File: src/rtl/mwta_pkg.sv
// Shared constants, types and microcode table for the maxnet winner-take-all block.
package mwta_pkg;

   localparam int MAX_NODES = 16;
   localparam int IDX_W     = $clog2(MAX_NODES);
   localparam int CNT_W     = IDX_W + 1;
   localparam int ACTN_W    = 5;
   localparam int NSAT_W    = (CNT_W > ACTN_W) ? CNT_W : ACTN_W;
   localparam int ACT_W     = 16;
   localparam int OUT_W     = 15;
   localparam int COEF_W    = 16;
   localparam int ROUND_W   = 16;
   localparam int ACC_W     = ACT_W + IDX_W;
   localparam int DIFF_W    = ACC_W + 1;
   localparam int PROD_W    = COEF_W + 1 + DIFF_W;
   localparam int SELF_SH   = 8;
   localparam int NET_W     = PROD_W + SELF_SH + 1;
   localparam int FRAC_SH   = 16;
   localparam int SAT_LSB   = FRAC_SH + OUT_W;
   localparam int CSR_IDX_W = 2;
   localparam int CSR_W     = 16;
   localparam int PC_W      = 4;

   typedef enum logic [CSR_IDX_W-1:0] {
      CSR_ACTIVE_NODES = 2'd0,
      CSR_INHIBITION   = 2'd1,
      CSR_SELF_WEIGHT  = 2'd2,
      CSR_ROUND_LIMIT  = 2'd3
   } csr_index_type;

   typedef enum logic [2:0] {
      C_NEXT      = 3'd0,
      C_ALWAYS    = 3'd1,
      C_LOAD_WAIT = 3'd2,
      C_IDX_MORE  = 3'd3,
      C_OUT_BUSY  = 3'd4,
      C_AGAIN     = 3'd5
   } cond_type;

   localparam logic [PC_W-1:0] ST_LOAD      = 4'd0;
   localparam logic [PC_W-1:0] ST_ROUND     = 4'd1;
   localparam logic [PC_W-1:0] ST_SUM_RD    = 4'd2;
   localparam logic [PC_W-1:0] ST_SUM_ADD   = 4'd3;
   localparam logic [PC_W-1:0] ST_UPD_INIT  = 4'd4;
   localparam logic [PC_W-1:0] ST_UPD_RD    = 4'd5;
   localparam logic [PC_W-1:0] ST_MUL_SELF  = 4'd6;
   localparam logic [PC_W-1:0] ST_MUL_OTHER = 4'd7;
   localparam logic [PC_W-1:0] ST_UPD_WR    = 4'd8;
   localparam logic [PC_W-1:0] ST_ROUND_END = 4'd9;
   localparam logic [PC_W-1:0] ST_OUT_INIT  = 4'd10;
   localparam logic [PC_W-1:0] ST_OUT_RD    = 4'd11;
   localparam logic [PC_W-1:0] ST_OUT_EMIT  = 4'd12;
   localparam logic [PC_W-1:0] ST_OUT_NEXT  = 4'd13;
   localparam logic [PC_W-1:0] ST_DONE      = 4'd14;

   typedef struct packed {
      logic            ready;
      logic            idx_clr;
      logic            idx_inc;
      logic            ram_rd;
      logic            acc_clr;
      logic            acc_add;
      logic            mul_self;
      logic            mul_other;
      logic            upd_wr;
      logic            pos_clr;
      logic            round_clr;
      logic            round_inc;
      logic            flag_ld;
      logic            out_load;
      cond_type        cond;
      logic [PC_W-1:0] target;
   } ctrl_word_type;

   typedef struct packed {
      logic load_done;
      logic idx_more;
      logic out_busy;
      logic again;
   } cond_flags_type;

   typedef struct packed {
      logic [CNT_W-1:0]   n_total;
      logic [COEF_W-1:0]  inhibition;
      logic [COEF_W-1:0]  self_weight;
      logic [ROUND_W-1:0] round_limit;
   } cfg_type;

   function automatic ctrl_word_type ucode(input logic [PC_W-1:0] pc);
      ctrl_word_type cw;
      cw        = '0;
      cw.cond   = C_NEXT;
      cw.target = ST_LOAD;
      case (pc)
         ST_LOAD: begin
            cw.ready     = 1'b1;
            cw.round_clr = 1'b1;
            cw.cond      = C_LOAD_WAIT;
            cw.target    = ST_LOAD;
         end
         ST_ROUND: begin
            cw.idx_clr = 1'b1;
            cw.acc_clr = 1'b1;
            cw.pos_clr = 1'b1;
         end
         ST_SUM_RD: cw.ram_rd = 1'b1;
         ST_SUM_ADD: begin
            cw.acc_add = 1'b1;
            cw.idx_inc = 1'b1;
            cw.cond    = C_IDX_MORE;
            cw.target  = ST_SUM_RD;
         end
         ST_UPD_INIT:  cw.idx_clr   = 1'b1;
         ST_UPD_RD:    cw.ram_rd    = 1'b1;
         ST_MUL_SELF:  cw.mul_self  = 1'b1;
         ST_MUL_OTHER: cw.mul_other = 1'b1;
         ST_UPD_WR: begin
            cw.upd_wr  = 1'b1;
            cw.idx_inc = 1'b1;
            cw.cond    = C_IDX_MORE;
            cw.target  = ST_UPD_RD;
         end
         ST_ROUND_END: begin
            cw.round_inc = 1'b1;
            cw.flag_ld   = 1'b1;
            cw.cond      = C_AGAIN;
            cw.target    = ST_ROUND;
         end
         ST_OUT_INIT: cw.idx_clr = 1'b1;
         ST_OUT_RD:   cw.ram_rd  = 1'b1;
         ST_OUT_EMIT: begin
            cw.out_load = 1'b1;
            cw.cond     = C_OUT_BUSY;
            cw.target   = ST_OUT_EMIT;
         end
         ST_OUT_NEXT: begin
            cw.idx_inc = 1'b1;
            cw.cond    = C_IDX_MORE;
            cw.target  = ST_OUT_RD;
         end
         ST_DONE: begin
            cw.cond   = C_ALWAYS;
            cw.target = ST_LOAD;
         end
         default: begin
            cw.cond   = C_ALWAYS;
            cw.target = ST_LOAD;
         end
      endcase
      return cw;
   endfunction

endpackage

File: src/rtl/mwta_ram.sv
// Generic single-write, single-read RAM with registered read data.
module mwta_ram #(
   parameter int WIDTH = 16,
   parameter int DEPTH = 16
) (
   input  logic                     clock,
   input  logic                     wr_en,
   input  logic [$clog2(DEPTH)-1:0] wr_addr,
   input  logic [WIDTH-1:0]         wr_data,
   input  logic                     rd_en,
   input  logic [$clog2(DEPTH)-1:0] rd_addr,
   output logic [WIDTH-1:0]         rd_data
);

   logic [WIDTH-1:0] mem_ff [DEPTH];
   logic [WIDTH-1:0] rd_data_ff;

   always_ff @(posedge clock) begin
      if (wr_en) begin
         mem_ff[wr_addr] <= wr_data;
      end
      if (rd_en) begin
         rd_data_ff <= mem_ff[rd_addr];
      end
   end

   assign rd_data = rd_data_ff;

endmodule

File: src/rtl/mwta_seq.sv
// Microcode sequencer: step counter, control store and conditional jumps.
module mwta_seq (
   input  logic                    clock,
   input  logic                    reset,
   input  mwta_pkg::cond_flags_type flags,
   output mwta_pkg::ctrl_word_type  ctrl
);

   import mwta_pkg::*;

   logic [PC_W-1:0] pc_ff;
   logic [PC_W-1:0] pc_in;
   logic            taken;

   assign ctrl = ucode(pc_ff);

   always_comb begin
      case (ctrl.cond)
         C_NEXT:      taken = 1'b0;
         C_ALWAYS:    taken = 1'b1;
         C_LOAD_WAIT: taken = !flags.load_done;
         C_IDX_MORE:  taken = flags.idx_more;
         C_OUT_BUSY:  taken = flags.out_busy;
         C_AGAIN:     taken = flags.again;
         default:     taken = 1'b0;
      endcase
      pc_in = taken ? ctrl.target : pc_ff + 1'b1;
   end

   always_ff @(posedge clock) begin
      if (reset) begin
         pc_ff <= ST_LOAD;
      end else begin
         pc_ff <= pc_in;
      end
   end

endmodule

File: src/rtl/mwta_dp.sv
// Datapath: activation store, sum, shared multiplier, update, counters and result register.
module mwta_dp (
   input  logic                           clock,
   input  logic                           reset,
   input  mwta_pkg::ctrl_word_type         ctrl,
   input  mwta_pkg::cfg_type               cfg,
   output mwta_pkg::cond_flags_type        flags,
   input  logic                           req_valid,
   output logic                           req_stall,
   input  logic signed [mwta_pkg::ACT_W-1:0] req_activation_in,
   output logic                           rsp_valid,
   input  logic                           rsp_stall,
   output logic [mwta_pkg::IDX_W-1:0]      rsp_node_index,
   output logic [mwta_pkg::OUT_W-1:0]      rsp_activation_out,
   output logic                           rsp_last_node,
   output logic                           rsp_timed_out
);

   import mwta_pkg::*;

   logic                     accept;
   logic                     last_item;
   logic                     load_wr;
   logic [CNT_W-1:0]         load_count_ff, load_count_in;
   logic [IDX_W-1:0]         idx_ff, idx_in;
   logic [CNT_W-1:0]         n_last;
   logic                     idx_more;
   logic                     ram_wr;
   logic [IDX_W-1:0]         ram_waddr;
   logic [ACT_W-1:0]         ram_wdata;
   logic [ACT_W-1:0]         ram_rdata;
   logic signed [ACC_W-1:0]  acc_ff, acc_in;
   logic signed [DIFF_W-1:0] rd_ext, acc_ext;
   logic [COEF_W-1:0]        mul_a;
   logic signed [DIFF_W-1:0] mul_b;
   logic signed [PROD_W-1:0] product;
   logic signed [PROD_W-1:0] self_ff, self_in, other_ff, other_in;
   logic signed [NET_W-1:0]  net;
   logic                     net_pos, net_sat;
   logic [ACT_W-1:0]         upd_value;
   logic                     upd_nonzero;
   logic [CNT_W-1:0]         pos_ff, pos_in;
   logic [ROUND_W-1:0]       round_ff, round_in;
   logic [ROUND_W:0]         round_next;
   logic                     multi_pos;
   logic                     timed_ff, timed_in;
   logic                     out_free, out_take;
   logic                     rsp_valid_ff, rsp_valid_in;
   logic [IDX_W-1:0]         rsp_index_ff;
   logic [OUT_W-1:0]         rsp_act_ff;
   logic                     rsp_last_ff, rsp_timed_ff;

   assign accept    = req_valid && ctrl.ready;
   assign req_stall = !ctrl.ready;
   assign last_item = ({1'b0, load_count_ff} + 1'b1) >= {1'b0, cfg.n_total};
   assign load_wr   = accept && (load_count_ff < CNT_W'(MAX_NODES));

   always_comb begin
      load_count_in = load_count_ff;
      if (accept) begin
         load_count_in = last_item ? '0 : load_count_ff + 1'b1;
      end
   end

   assign n_last   = cfg.n_total - 1'b1;
   assign idx_more = idx_ff != n_last[IDX_W-1:0];

   always_comb begin
      idx_in = idx_ff;
      if (ctrl.idx_clr) begin
         idx_in = '0;
      end else if (ctrl.idx_inc) begin
         idx_in = idx_ff + 1'b1;
      end
   end

   assign ram_wr    = load_wr || ctrl.upd_wr;
   assign ram_waddr = ctrl.upd_wr ? idx_ff : load_count_ff[IDX_W-1:0];
   assign ram_wdata = ctrl.upd_wr ? upd_value : req_activation_in;

   mwta_ram #(
      .WIDTH (ACT_W),
      .DEPTH (MAX_NODES)
   ) u_act_ram (
      .clock   (clock),
      .wr_en   (ram_wr),
      .wr_addr (ram_waddr),
      .wr_data (ram_wdata),
      .rd_en   (ctrl.ram_rd),
      .rd_addr (idx_ff),
      .rd_data (ram_rdata)
   );

   assign rd_ext  = DIFF_W'($signed(ram_rdata));
   assign acc_ext = DIFF_W'(acc_ff);

   always_comb begin
      acc_in = acc_ff;
      if (ctrl.acc_clr) begin
         acc_in = '0;
      end else if (ctrl.acc_add) begin
         acc_in = acc_ff + ACC_W'($signed(ram_rdata));
      end
   end

   assign mul_a   = ctrl.mul_other ? cfg.inhibition : cfg.self_weight;
   assign mul_b   = ctrl.mul_other ? (acc_ext - rd_ext) : rd_ext;
   assign product = $signed({1'b0, mul_a}) * mul_b;

   assign self_in  = ctrl.mul_self ? product : self_ff;
   assign other_in = ctrl.mul_other ? product : other_ff;

   assign net = $signed({self_ff[PROD_W-1], self_ff, {SELF_SH{1'b0}}})
              - $signed({{(SELF_SH + 1){other_ff[PROD_W-1]}}, other_ff});

   assign net_pos = !net[NET_W-1] && (net != '0);
   assign net_sat = |net[NET_W-2:SAT_LSB];

   always_comb begin
      if (!net_pos) begin
         upd_value = '0;
      end else if (net_sat) begin
         upd_value = {1'b0, {OUT_W{1'b1}}};
      end else begin
         upd_value = {1'b0, net[SAT_LSB-1:FRAC_SH]};
      end
   end

   assign upd_nonzero = upd_value != '0;

   always_comb begin
      pos_in = pos_ff;
      if (ctrl.pos_clr) begin
         pos_in = '0;
      end else if (ctrl.upd_wr && upd_nonzero) begin
         pos_in = pos_ff + 1'b1;
      end
   end

   always_comb begin
      round_in = round_ff;
      if (ctrl.round_clr) begin
         round_in = '0;
      end else if (ctrl.round_inc) begin
         round_in = round_ff + 1'b1;
      end
   end

   assign round_next = {1'b0, round_ff} + 1'b1;
   assign multi_pos  = pos_ff > CNT_W'(1);
   assign timed_in   = ctrl.flag_ld ? multi_pos : timed_ff;

   assign out_free = !rsp_valid_ff || !rsp_stall;
   assign out_take = ctrl.out_load && out_free;

   always_comb begin
      rsp_valid_in = rsp_valid_ff;
      if (out_take) begin
         rsp_valid_in = 1'b1;
      end else if (!rsp_stall) begin
         rsp_valid_in = 1'b0;
      end
   end

   always_ff @(posedge clock) begin
      if (reset) begin
         load_count_ff <= '0;
         idx_ff        <= '0;
         pos_ff        <= '0;
         round_ff      <= '0;
         timed_ff      <= 1'b0;
         rsp_valid_ff  <= 1'b0;
      end else begin
         load_count_ff <= load_count_in;
         idx_ff        <= idx_in;
         pos_ff        <= pos_in;
         round_ff      <= round_in;
         timed_ff      <= timed_in;
         rsp_valid_ff  <= rsp_valid_in;
      end
   end

   always_ff @(posedge clock) begin
      acc_ff   <= acc_in;
      self_ff  <= self_in;
      other_ff <= other_in;
      if (out_take) begin
         rsp_index_ff <= idx_ff;
         rsp_act_ff   <= ram_rdata[OUT_W-1:0];
         rsp_last_ff  <= !idx_more;
         rsp_timed_ff <= timed_ff;
      end
   end

   assign flags.load_done = accept && last_item;
   assign flags.idx_more  = idx_more;
   assign flags.out_busy  = !out_free;
   assign flags.again     = multi_pos && ({1'b0, round_next} < {1'b0, 1'b0, cfg.round_limit});

   assign rsp_valid          = rsp_valid_ff;
   assign rsp_node_index     = rsp_index_ff;
   assign rsp_activation_out = rsp_act_ff;
   assign rsp_last_node      = rsp_last_ff;
   assign rsp_timed_out      = rsp_timed_ff;

   a_rsp_from_load: assert property (@(posedge clock) disable iff (reset)
      $rose(rsp_valid_ff) |-> $past(ctrl.out_load))
      else $error("result raised without an emit step");

   a_idx_in_range: assert property (@(posedge clock) disable iff (reset)
      ctrl.ram_rd |-> ({1'b0, idx_ff} <= n_last))
      else $error("read index past node count");

   a_no_write_clash: assert property (@(posedge clock) disable iff (reset)
      ctrl.upd_wr |-> !load_wr)
      else $error("load and update write in the same cycle");

   a_load_only_idle: assert property (@(posedge clock) disable iff (reset)
      accept |=> (flags.idx_more == idx_more) && ($past(last_item) || !ctrl.ram_rd))
      else $error("datapath read during partial load");

endmodule

File: src/rtl/maxnet_winner_take_all.sv
// Maxnet winner-take-all top level: configuration registers, sequencer and datapath.
//
// Usage:
//   req_*  loads one signed Q8.8 activation per transaction, in node order.
//          When the n-th activation arrives (n = active_nodes, limited to
//          1..16) the competition starts and req_stall stays high until all
//          results have been handed to the rsp register and the wrap-up is done.
//   rsp_*  gives n transactions, node 0 first, with the final nonnegative
//          activation; rsp_last_node marks node n-1, rsp_timed_out is the
//          same on all results of a run.
//   csr_*  writes active_nodes, inhibition, self_weight, round_limit by index;
//          csr_ready is always high. Write only while no competition runs.
// Timing: a load accepts one item per cycle. Each round walks the activation
//   RAM twice through its single read port. The rounds are data dependent,
//   from 1 up to round_limit (1 when round_limit is 0). Results leave one
//   at a time when not stalled, followed by a wrap-up step before loading.
// Reset returns the sequencer to loading, clears the load count and sets
//   the registers to their defaults. A stalled result holds its register
//   and the sequencer waits at the emit step.
module maxnet_winner_take_all (
   input  logic                               clock,
   input  logic                               reset,
   input  logic                               req_valid,
   output logic                               req_stall,
   input  logic signed [mwta_pkg::ACT_W-1:0]  req_activation_in,
   output logic                               rsp_valid,
   input  logic                               rsp_stall,
   output logic [mwta_pkg::IDX_W-1:0]          rsp_node_index,
   output logic [mwta_pkg::OUT_W-1:0]          rsp_activation_out,
   output logic                               rsp_last_node,
   output logic                               rsp_timed_out,
   input  logic                               csr_valid,
   output logic                               csr_ready,
   input  logic [mwta_pkg::CSR_IDX_W-1:0]      csr_index,
   input  logic [mwta_pkg::CSR_W-1:0]          csr_wdata
);

   import mwta_pkg::*;

   logic [ACTN_W-1:0]  active_nodes_ff, active_nodes_in;
   logic [COEF_W-1:0]  inhibition_ff, inhibition_in;
   logic [COEF_W-1:0]  self_weight_ff, self_weight_in;
   logic [ROUND_W-1:0] round_limit_ff, round_limit_in;
   logic [NSAT_W-1:0]  active_ext;
   logic [CNT_W-1:0]   n_total;
   logic               csr_write;
   cfg_type            cfg;
   ctrl_word_type      ctrl;
   cond_flags_type     flags;

   assign csr_ready = 1'b1;
   assign csr_write = csr_valid && csr_ready;

   always_comb begin
      active_nodes_in = active_nodes_ff;
      inhibition_in   = inhibition_ff;
      self_weight_in  = self_weight_ff;
      round_limit_in  = round_limit_ff;
      if (csr_write) begin
         case (csr_index)
            CSR_ACTIVE_NODES: active_nodes_in = csr_wdata[ACTN_W-1:0];
            CSR_INHIBITION:   inhibition_in   = csr_wdata[COEF_W-1:0];
            CSR_SELF_WEIGHT:  self_weight_in  = csr_wdata[COEF_W-1:0];
            CSR_ROUND_LIMIT:  round_limit_in  = csr_wdata[ROUND_W-1:0];
            default: ;
         endcase
      end
   end

   always_ff @(posedge clock) begin
      if (reset) begin
         active_nodes_ff <= ACTN_W'(16);
         inhibition_ff   <= COEF_W'(4096);
         self_weight_ff  <= COEF_W'(256);
         round_limit_ff  <= ROUND_W'(1024);
      end else begin
         active_nodes_ff <= active_nodes_in;
         inhibition_ff   <= inhibition_in;
         self_weight_ff  <= self_weight_in;
         round_limit_ff  <= round_limit_in;
      end
   end

   assign active_ext = NSAT_W'(active_nodes_ff);

   always_comb begin
      if (active_ext == '0) begin
         n_total = CNT_W'(1);
      end else if (active_ext > NSAT_W'(MAX_NODES)) begin
         n_total = CNT_W'(MAX_NODES);
      end else begin
         n_total = active_ext[CNT_W-1:0];
      end
   end

   assign cfg.n_total     = n_total;
   assign cfg.inhibition  = inhibition_ff;
   assign cfg.self_weight = self_weight_ff;
   assign cfg.round_limit = round_limit_ff;

   mwta_seq u_seq (
      .clock (clock),
      .reset (reset),
      .flags (flags),
      .ctrl  (ctrl)
   );

   mwta_dp u_dp (
      .clock              (clock),
      .reset              (reset),
      .ctrl               (ctrl),
      .cfg                (cfg),
      .flags              (flags),
      .req_valid          (req_valid),
      .req_stall          (req_stall),
      .req_activation_in  (req_activation_in),
      .rsp_valid          (rsp_valid),
      .rsp_stall          (rsp_stall),
      .rsp_node_index     (rsp_node_index),
      .rsp_activation_out (rsp_activation_out),
      .rsp_last_node      (rsp_last_node),
      .rsp_timed_out      (rsp_timed_out)
   );

endmodule

File: config.mk
export PLATFORM = sky130hd
export DESIGN_NAME = maxnet_winner_take_all
export DESIGN_NICKNAME = d
export VERILOG_FILES = /design/src/rtl/mwta_pkg.sv /design/src/rtl/mwta_ram.sv /design/src/rtl/mwta_seq.sv /design/src/rtl/mwta_dp.sv /design/src/rtl/maxnet_winner_take_all.sv
export SDC_FILE = /design/constraint.sdc
export NUM_CORES = 2
export LEC_CHECK = 0
export BUFFER_PORTS_ARGS = -buffer_cell sky130_fd_sc_hd__clkbuf_2
export CORE_MARGIN = 2
export CORE_UTILIZATION = 42
export DETAILED_ROUTE_END_ITERATION = 8
export GPL_ROUTABILITY_DRIVEN = 0
export PLACE_DENSITY = 0.67
export SLEW_MARGIN = 10
export SYNTH_ARGS = -nofsm -noshare
export SYNTH_HDL_FRONTEND = slang
export SYNTH_SLANG_ARGS = --single-unit
export TNS_END_PERCENT = 30
File: constraint.sdc
create_clock -name clock -period 18.6 [get_ports clock]
set_input_delay 2.79 -clock clock [delete_from_list [all_inputs] [get_ports clock]]
set_output_delay 2.79 -clock clock [all_outputs]
set_load 0.005 [all_outputs]
-- Word-level counts from Yosys, hierarchy flattened
Memory sizes are Yosys's and may differ from the RTL's. A register that Yosys moved wholly into a read port is not among the register bits.
Index checks and enable logic that the tools add are counted.
- latch bits: 0
- word-level logic and storage cells: 119
- bits in read-only memories: 0
- output and inout port bits: 24
- flip-flop bits (word level): 206
- memories kept: 1
- memory bits (writable): 256
- shift-type cells: 0
- add/subtract/negate cells: 11
- equal/unequal tests: 23
- magnitude comparators: 5
- bitwise logic cells: 0
- divide/modulo/power cells: 0
- muxes and demuxes: 27
- multiply operators: 1
- reductions and logical operators: 33
- memory list (memory ; words ; width ; read ports ; clocked after memory_dff ; write ports ; line ; source):
    u_dp.u_act_ram.mem_ff ; 16 ; 16 ; 1 ; 1 ; 1 ; mwta_ram.sv:15 ; logic [WIDTH-1:0] mem_ff [DEPTH];
- operator list (kind ; number):
    7-bit one-hot mux with 7 select lines ; 1
    16-bit two-way mux ; 3
    47-bit nonzero test ; 1
    46-bit by 38-bit subtractor with 47-bit output ; 1
    17-bit by 21-bit multiplier with 38-bit output ; 1
    4-bit equality test (second input constant) ; 6
    21-bit two-way mux ; 1
    20-bit by 16-bit subtractor with 21-bit output ; 1
    20-bit by 16-bit adder with 20-bit output ; 1
    16-bit by 1-bit adder with 17-bit output (second input constant) ; 1
    17-bit by 16-bit less-than comparator with 1-bit output ; 1
    16-bit by 1-bit adder with 16-bit output (second input constant) ; 1
    4-bit by 3-bit equality test with 1-bit output (second input constant) ; 4
    16-bit nonzero test ; 1
    15-bit two-way mux ; 1
    5-bit two-way mux ; 3
    15-bit OR reduction ; 1
    1-bit two-way mux ; 14
    5-bit by 1-bit adder with 5-bit output (second input constant) ; 2
    3-bit OR reduction ; 3
    4-bit by 1-bit adder with 4-bit output (second input constant) ; 2
    4-bit by 2-bit equality test with 1-bit output (second input constant) ; 2
    4-bit two-way mux ; 2
    2-bit AND reduction ; 4
    24 further kinds ; 42

-- Logic depth before layout (Yosys ltp)
- word-level depth: 8
- depth in mapped cells: 40
- mapped depth without buffers: 39

-- By module
A second synthesis with hierarchy kept.
- cells, all modules: 3294
- area, all modules: 35962.0 um^2
- modules (own cells, without submodules) (module ; cells each ; times used ; sequential area each (um^2) ; area an instance (um^2)):
    mwta_dp ; 2573 ; 1 ; 3953.8 ; 22969.5
    mwta_ram ; 432 ; 1 ; 8167.8 ; 10203.5
    maxnet_winner_take_all ; 209 ; 1 ; 1061.0 ; 2190.9
    mwta_seq ; 80 ; 1 ; 80.1 ; 598.1

-- Worst setup path before layout
OpenSTA, ideal clock, no wires.
- path type: reg-to-reg
- start point: register u_seq.pc_ff[0]
- end point: register u_dp.other_ff[35], data pin
- slack: 9.754 ns
- arrival time: 8.577 ns
- stages on the path, launching flop included: 27
- period minus slack after synthesis: 8.846 ns
- setup time: 0.269 ns
- buffers on the path: 4
- cells stage by stage: dfxtp_1 > ha_1 > nand3b_1 > inv_1 > clkbuf_1 > clkbuf_1 > buf_1 > clkbuf_1 > a211oi_1 > fa_1 > fa_1 > fa_1 > fa_1 > fa_1 > inv_1 > fa_1 > inv_1 > ha_1 > a21oi_1 > o21ai_0 > a21o_1 > a21o_1 > a31oi_1 > o21bai_1 > a221oi_1 > a21oi_1 > xor2_1
- cells in the longest elaborated chain, start to end: 4
- elaborated cells on any way between the ends: 5
- classes of those cells: 1 x mul; 1 x eq/ne; 3 x mux
- ends and longest elaborated chain (what ; line ; source):
    start, declared ; mwta_seq.sv:11 ; logic [PC_W-1:0] pc_ff;
    start signal, assigned ; mwta_seq.sv:34 ; pc_ff <= pc_in;
    4-bit by 3-bit equality test with 1-bit output (*) ; mwta_pkg.sv:94 ; case (pc)
    1-bit two-way mux (*) ; mwta_pkg.sv:94 ;
    16-bit two-way mux or 21-bit two-way mux (tied branches) ; mwta_dp.sv:106, mwta_dp.sv:107 ;
    17-bit by 21-bit multiplier with 38-bit output (*) ; mwta_dp.sv:108 ; assign product = $signed({1'b0, mul_a}) * mul_b;
    via u_dp.product[35] ; mwta_dp.sv:36 ; logic signed [PROD_W-1:0] product;
    end signal, assigned ; mwta_dp.sv:186 ; other_ff <= other_in;
    end, declared ; mwta_dp.sv:37 ; logic signed [PROD_W-1:0] self_ff, self_in, other_ff, other_in;
The timed path passes the listed nets; every way through them passes the cells marked *.
A chain may end at the register's enable or synchronous reset.

-- Final worst setup path
- start point: register u_dp.u_act_ram.rd_data_ff[1] (netlist: u_dp.u_act_ram.rd_data[1]), read port of u_dp.u_act_ram.mem_ff
- end point: register u_dp.other_ff[37], data pin
- cells in the longest elaborated chain, start to end: 3
- ends and longest elaborated chain (what ; line ; source):
    start, declared ; mwta_ram.sv:16 ; logic [WIDTH-1:0] rd_data_ff;
    20-bit by 16-bit subtractor with 21-bit output ; mwta_dp.sv:107 ; assign mul_b = ctrl.mul_other ? (acc_ext - rd_ext) : rd_ext;
    21-bit two-way mux (*) ; mwta_dp.sv:107 ;
    17-bit by 21-bit multiplier with 38-bit output (*) ; mwta_dp.sv:108 ;
    via u_dp.product[37] ; mwta_dp.sv:36 ;
Marked as above.

==> impl_metrics.json <==
{
  "root_buffer": "clkbuf_16",
  "grt_pass1_vias": 24500,
  "yosysTopAreaCell": "edfxtp_1",
  "io_pins": 63,
  "slowest_delay_ns": 0.56,
  "worst_hold_slack_ns": 0.450,
  "grt_pass1_wl_um": 140000,
  "seq_area_sq_um": 13300,
  "clk_pin_slew_worst_paths_ns": 0.06,
  "synthFlopType": "edfxtp_1",
  "arrival_ns": 10.26,
  "ys_seq_area_share_pct": 37.2,
  "clockBufferDepth": 3,
  "die_w_um": 295,
  "clk_latency_ns": 0.62,
  "fillers": 7770,
  "synth-warning-count": 0,
  "htreeDepth": 2,
  "syn_inst": 3376,
  "period_minus_slack_ns": 9.83,
  "crit_type": "reg -> reg",
  "ir_worst_vdd_v": 0.0000758,
  "synthArstFlopShare_pct": 0,
  "rsz0062_at_grt": "false",
  "worst_pin_slew_ns": 1.23,
  "grt_max_degree": 72,
  "crit_path_end_kind": "register",
  "crit_top_cell": "fa_1",
  "antenna_found_initial": 0,
  "hold_path_class": "reg -> reg",
  "final.setup.tns_ns": 0,
  "dieArea_sq_um": 87100,
  "dp_hpwl_um": 67400,
  "required_ns": 19.03,
  "status": "completed",
  "layout_commonest_cell": "inv_1",
  "synth_edf_count": 369,
  "final_core_util_pct": 46.5,
  "core_area_sq_um": 83800,
  "fp-row-count": 106,
  "multi_input_area_sq_um": 20000,
  "start_kind": "register",
  "yosys.area.top_type_share_pct": 31.1,
  "drive_gt1_share_pct": 9.50,
  "hold_violations": 0,
  "antenna_cells": 0,
  "drtIter0Drc": 1965,
  "drv_slew": 0,
  "skew_ns": 0.0297,
  "vias": 24600,
  "cpMaxStageDelayCell": "fa_1",
  "final_cell_mix": "inv_1, nand2_1, edfxtp_1",
  "first_pass_iters": 5,
  "post_cts_resized": 0,
  "drc": 0,
  "cts_setup_buffers": 0,
  "worst-path-max-fanout": 11,
  "cts_buffers": 49,
  "syn2layout_area_growth_pct": 9.51,
  "fin_nets": 3977,
  "finalSetupViolCount": 0,
  "synth_area_leaders": "edfxtp_1, fa_1, ha_1",
  "wl_per_cell_um": 19.8,
  "wl_um": 90800,
  "die_h_um": 295,
  "port_buffers": 61,
  "ys_seq_elements": 478,
  "hold_buffers": 0,
  "final_area_sq_um": 39000,
  "leakage_uw": 0.0161,
  "maxCapViolCount": 0,
  "grtUsageTotal_pct": 21.0,
  "start_util_pct": 42.5,
  "fmax_mhz": 102,
  "syn_area_sq_um": 35600,
  "avgViaCountPerCell": 5.38,
  "placed_area_sq_um": 37300,
  "grt.overflow.total": 0,
  "synth_nets": 3949,
  "ant_nets": 0,
  "cts_tree": "built",
  "yosysUniqueCellTypes": 81,
  "syn_area_per_cell_sq_um": 10.5,
  "p_per_area_nw_per_um2": 80.4,
  "cts.sinks": 478,
  "period_share_pct": 52.9,
  "slew-limit-headroom_pct": 17.7
}
-- layout make-up --
class / count / share of cell area [%]
clock buffer: 64 / 3.53
clock inverter: 24 / 0.780
inverter: 516 / 4.97
multi-input combinational: 2244 / 51.2
sequential: 478 / 34.0
tap: 1134 / 3.64
timing repair buffer: 115 / 1.82
-- flip-flops by register name, indices dropped and copies added (netlist names), 5 cells and up --
register	cells
u_dp.pos_ff	5
u_dp.u_act_ram.mem_ff	256
inhibition_ff	16
u_dp.round_ff	16
u_dp.acc_ff	20
u_dp.self_ff	38
u_dp.rsp_activation_out	15
active_ext	5
round_limit_ff	16
u_dp.u_act_ram.rd_data	16
u_dp.other_ff	38
u_dp.load_count_ff	5
self_weight_ff	16
-- per-layer routing --
layer	global-route usage [%]	up-vias	routed length, um
li1	-	11400	-
met1	27.8	12300	37600
met2	34.7	819	43500
met3	3.97	166	6630
met4	7.07	0	3100
met5	0	-	0
-- cell families (layout without fill, tap and decap cells) --
kind of cell / Yosys count / count (layout) / share of synthesized area, %
buffers and inverters: 654 / 719 / 6.92
adders and majority gates: 537 / 537 / 25.8
AOI/OAI and AO/OA: 475 / 475 / 8.89
muxes: 109 / 109 / 5.88
DFF: 478 / 478 / 37.2
other: 1 / 1 / 0.0105
and+or+nand+nor: 996 / 996 / 12.1
xor gates and xnor gates: 126 / 126 / 3.10
-- path summary, 6_finish.rpt --
kind | from | endpoint | slack [ns] | cells past startpoint
worst max-delay path | u_dp.u_act_ram.rd_data[1] | u_dp.other_ff[37] | 8.77 | 34
worst min-delay path | u_dp.timed_ff | u_dp.rsp_timed_out | 0.45 | 0
worst max register to register | u_dp.u_act_ram.rd_data[1] | u_dp.other_ff[37] | 8.77 | 34
worst min register to register | u_dp.timed_ff | u_dp.rsp_timed_out | 0.45 | 0
-- cell usage after synthesis (19+ instances only) --
master / instances
clkbuf_1: 126
o21ai_0: 61
a21oi_1: 144
a211oi_1: 39
xnor2_1: 84
nor2_1: 323
edfxtp_1: 369
o21a_1: 21
mux4_2: 80
and3_1: 30
nand2_1: 432
nand2b_1: 19
a31oi_1: 24
nand4_1: 24
dfxtp_1: 109
o211ai_1: 19
nand3_1: 38
ha_1: 203
or3_1: 19
nor3_1: 32
mux2i_1: 27
inv_1: 516
a21o_1: 59
fa_1: 331
xor2_1: 42
-- power by group --
group | switching, uW | leakage [uW] | internal (uW)
Combinational | 540 | 0.0111 | 327
Clock | 437 | 0.000806 | 584
Sequential | 24.3 | 0.00422 | 1220
-- stage by stage --
step | power, uW | instances | worst slack, ns
after floorplan | 1890 | 3376 | 9.75
after global placement | 2110 | 4487 | 9.06
after detailed placement | 2130 | 4487 | 8.95
after CTS | 3150 | 4575 | 8.89
after global routing | 3300 | 4575 | 8.16
final | 3140 | 4575 | 8.77
-- worst max-delay path: cells and delay by family (launching register included) --
family | cells | cell delay, ns
buffers and inverters | 4 | 0.31
XOR/XNOR | 1 | 0.24
adder cells (fa/ha/maj) | 8 | 3.61
flip-flops | 1 | 0.49
AND/OR/NAND/NOR | 3 | 0.43
AO/OA/AOI/OAI | 18 | 4.54
Note: power is estimated with default switching activity, not from simulation.
